--- config.mk ---
export PLATFORM = sky130hd
export DESIGN_NAME = mi3_queue
export DESIGN_NICKNAME = d
export VERILOG_FILES = /design/src/rtl/matrix_inverse_3x3_macros.svh /design/src/rtl/mi3_pkg.sv /design/src/rtl/mi3_queue.sv
export SDC_FILE = /design/constraint.sdc
export NUM_CORES = 1
export LEC_CHECK = 0
export BUFFER_PORTS_ARGS = -buffer_cell sky130_fd_sc_hd__buf_2
export CORE_UTILIZATION = 53
export CTS_BUF_LIST = sky130_fd_sc_hd__clkbuf_8
export DETAILED_ROUTE_END_ITERATION = 10
export PLACE_DENSITY = 0.76
export SYNTH_ARGS = -nofsm -noshare
export SYNTH_HDL_FRONTEND = slang
export SYNTH_SLANG_ARGS = --single-unit
--- constraint.sdc ---
create_clock -name clock -period 1.4 [get_ports clock]
set_input_delay 0.21 -clock clock [delete_from_list [all_inputs] [get_ports clock]]
set_output_delay 0.21 -clock clock [all_outputs]
set_load 0.01 [all_outputs]
--- src/rtl/matrix_inverse_3x3_macros.svh ---
// Assertion macros shared by the matrix inverse RTL.
`ifndef MATRIX_INVERSE_3X3_MACROS_SVH
`define MATRIX_INVERSE_3X3_MACROS_SVH

// Both macros expect signals named clock and reset in the calling scope.
`define MI3_ASSERT_NOW(label, ante, cons, msg) \
   label: assert property (@(posedge clock) disable iff (reset) (ante) |-> (cons)) \
      else $error(msg);

`define MI3_ASSERT_NEXT(label, ante, cons, msg) \
   label: assert property (@(posedge clock) disable iff (reset) (ante) |=> (cons)) \
      else $error(msg);

`endif

--- src/rtl/mi3_pkg.sv ---
// Shared constants for the 3x3 matrix inverse.
package mi3_pkg;

   localparam int ElemWidthDefault = 32;
   localparam int FracBitsDefault  = 16;
   localparam int NumElems         = 9;
   localparam int QueueDepth       = 4;
   localparam int SingularBit      = 0;
   localparam int SaturatedBit     = 1;
   localparam int UserWidth        = 2;

endpackage

--- src/rtl/mi3_queue.sv ---
// Small register queue between the front and back pipelines.
module mi3_queue #(
   parameter int DATA_WIDTH = 8,
   parameter int DEPTH      = mi3_pkg::QueueDepth
) (
   input  logic                  clock,
   input  logic                  reset,
   input  logic                  push,
   input  logic [DATA_WIDTH-1:0] push_data,
   output logic                  full,
   input  logic                  pop,
   output logic                  head_valid,
   output logic [DATA_WIDTH-1:0] head_data
);
   import mi3_pkg::*;

   localparam int IW = (DEPTH > 1) ? $clog2(DEPTH) : 1;
   localparam int CW = $clog2(DEPTH + 1);

   logic [DATA_WIDTH-1:0] mem_ff [DEPTH];
   logic [IW-1:0]         wr_ff, wr_in, rd_ff, rd_in;
   logic [CW-1:0]         cnt_ff, cnt_in;

   assign full       = (cnt_ff == CW'(DEPTH));
   assign head_valid = (cnt_ff != '0);
   assign head_data  = mem_ff[rd_ff];

   always_comb begin
      wr_in  = wr_ff;
      rd_in  = rd_ff;
      cnt_in = cnt_ff;
      if (push) begin
         wr_in = (wr_ff == IW'(DEPTH - 1)) ? '0 : wr_ff + 1'b1;
      end
      if (pop) begin
         rd_in = (rd_ff == IW'(DEPTH - 1)) ? '0 : rd_ff + 1'b1;
      end
      if (push && !pop) begin
         cnt_in = cnt_ff + 1'b1;
      end else if (pop && !push) begin
         cnt_in = cnt_ff - 1'b1;
      end
   end

   always_ff @(posedge clock) begin
      if (reset) begin
         wr_ff  <= '0;
         rd_ff  <= '0;
         cnt_ff <= '0;
      end else begin
         wr_ff  <= wr_in;
         rd_ff  <= rd_in;
         cnt_ff <= cnt_in;
      end
   end

   always_ff @(posedge clock) begin
      if (push) begin
         mem_ff[wr_ff] <= push_data;
      end
   end

endmodule

==> run summary <==
Clk pin slew, worst setup/hold paths: 70 ps
Initial drt markers: 37
Worst-Margin Slew: 222 ps
Synth Warn #: 0
Gr usage total: 19.5%
Post-synthesis register bit count: 41
Gr ovfl total: 0
Status: finished, violations left
Die ar.: 3240 um2
Synth Area in Adders: 5.95%
Ratio of cells with drive above 1 in the final layout: 44.8%
# IOs: 22
Largest area contributor in the synthesized netlist: edfxtp_1
Vias in the first global route: 906
Ant. Diodes: 0
Synth Area in Simple Gates: 4.93%
Post-Syn Nets: 105
Slew Viols, Final: 0
Largest net degree at the start of global routing: 13
H-tree depth: 2
Maximum capacitance violations: 0
DR WL/cell: 17.0 um
Drc violations: 4
WS Path Type: reg2out
Final #Nets: 143
Worst-path fanout max: 8
Most numerous cell in the Yosys netlist: edfxtp_1
Final period utilization: 116%
CTS tree: built
Hold/Removal Path Class: in2reg
Initial Util: 57.0%
Main synth FF type: edfxtp_1
PwrDens: 1350 nW/um2
Core Rows: 19
Post-synthesis sequential area ratio: 71.4%
Relative slew margins: 85.1%
Largest family of logic cells by synthesized area: multiplexers
Initial antenna violation count: 0
Cell variety after synth: 16
Mux cell area share after synthesis: 13.8%
Worst-case clock buffer depth: 2
Layout area overhead: 28.4%
CTS sink count: 41
Top cell type's share of synthesized area: 60.1%
Mapped Area: 1600 um2
Vias per inst: 5.49
Post-DRT Antenna Nets: 0
Overall Power: 2.78 mW
Worst setup margin: -222 ps
Leak: 0.786 nW
Gate Count Post-Synth: 86
Fin crit period: 1620 ps
Global placement routability congestion: 0.734
Die Ht: 56.9 um
CTS root buffer: clkbuf_8
XOR/XNOR Fraction of Synth Area: 1.10%
Max frequency: 616 MHz
Startpoint Class: register
Sum of negative setup slack: -1750 ps
EDFF count, synth: 32
CP endpoint kind: output pin
First-pass GRT wire length: 4420 um
DRT Pass-1 Iters: 7
Core area: 2810 um2
IR drop worst, VDD: 0.000941 V
Final WL: 2660 um
Final hold vios: 0
Dpl hpwl: 1760 um
Unrepaired setup endpoints after global routing: yes
IO Port Bufs: 21
Commonest cells in the netlist: edfxtp_1, dfxtp_1, mux4_2
Vias: 856
TritonCTS buffer count: 5
CP Data Arrival Time: 1410 ps
FFs w/ async S/R, synth: 0%
Clock Skew: 3.71 ps
Die W: 56.9 um
Clock Latency Late Sink: 280 ps
Final setup viols: 10
Syn avg cell area: 18.6 um2
Failing checks: DRC, setup timing
Largest cells by area after synthesis: edfxtp_1, dfxtp_1, mux4_2, ha_1, mux2i_1
Worst Path Required: 1190 ps
Synth Area in Compound Gates: 0.939%
## layout make-up
cell class	count	area [um2]
repair buffers	33	287
clock buffers	6	82.6
clock inverters	2	33.8
fillers	187	752
multi-input cells	39	450
well taps	31	38.8
flip-flops and latches	41	1140
inverters	4	17.5
## metrics by stage
step / setup WS (ps) / hold slack (ps) / area, um2 / std cells / utilization, %
6_report: -222 / 142 / 2050 / 156 / 73.2
5_1_grt: -275 / 131 / 2050 / 156 / 73.2
4_1_cts: -243 / 131 / 2010 / 156 / 71.8
3_5_place_dp: -180 / 430 / 1880 / 147 / 66.9
3_3_place_gp: -124 / 420 / 1880 / 147 / 66.9
2_1_floorplan: 14.2 / 279 / 1620 / 86 / -
## kinds of logic (layout without fill, tap and decap cells)
group	count (synthesis)	after routing
adders and majority gates	7	7
AOI/OAI and AO/OA	3	3
muxes	12	12
and+or+nand+nor	15	15
buffers and inverters	6	45
xor gates and xnor gates	2	2
DFF	41	41
## power by group
group          switching, mW  internal [mW]
registers             0.0392           1.39
clock network          0.361          0.573
logic                  0.180          0.239
## path summary, 6_finish.rpt
| kind | startpoint | end | slack [ps] | cells past startpoint |
|---|---|---|---|---|
| setup reg to reg | cnt_ff[0] | cnt_ff[2] | -50 | 4 |
| hold reg to reg | cnt_ff[2] | cnt_ff[2] | 550 | 2 |
| hold / removal | push_data[6] | mem_ff[0][6] | 140 | 1 |
| setup / recovery | register | head_data[3] | -220 | 3 |
## what timing repair did
| item | in CTS | in global routing |
|---|---|---|
| gates resized for setup | 4 | 7 |
| pin swaps | 1 | 0 |
| setup buffers | 1 | 0 |
| hold buffers | 0 | 0 |
| setup endpoints to repair | 10 | 10 |
## metal layers
metal / track usage [%] / share of wire, % / wire [um]
met5: 0 / 0 / 0
met4: 9.76 / 2.4 / 64
met3: 5.30 / 4.1 / 109
met2: 33.4 / 54 / 1430
met1: 22.5 / 40 / 1060
## layout by cell type (no fill, tap or decap)
cell type / Yosys / routed
edfxtp_1: 32 / 32
buf_2: 0 / 15
mux4_2: 8 / 8
nor2_1: 7 / 7
dfxtp_1: 9 / 7
buf_6: 1 / 7
buf_4: 0 / 7
clkbuf_8: 0 / 6
ha_1: 6 / 5
and2_1: 4 / 4
mux2i_1: 4 / 4
buf_12: 0 / 4
inv_1: 4 / 3
nor3b_1: 2 / 2
xor2_1: 2 / 2
dfxtp_2: 0 / 2
inv_4: 0 / 1
or3_4: 0 / 1
inv_2: 0 / 1
a21oi_1: 2 / 1
o21ai_0: 1 / 1
or3_1: 2 / 1
a21oi_2: 0 / 1
fa_2: 0 / 1
ha_4: 0 / 1
bufinv_16: 0 / 1
## worst max-delay path, cell delays in order (launching register included)
cell	delay (ps)
dfxtp_2	340
buf_12	140
mux4_2	520
buf_6	140
## flip-flops by register name (all words and copies together) (netlist names), named ones only
register,flops
mem_ff,32
rd_ff,2
wr_ff,2
cnt_ff,3
No activity file was read; power rests on OpenSTA's default activity.
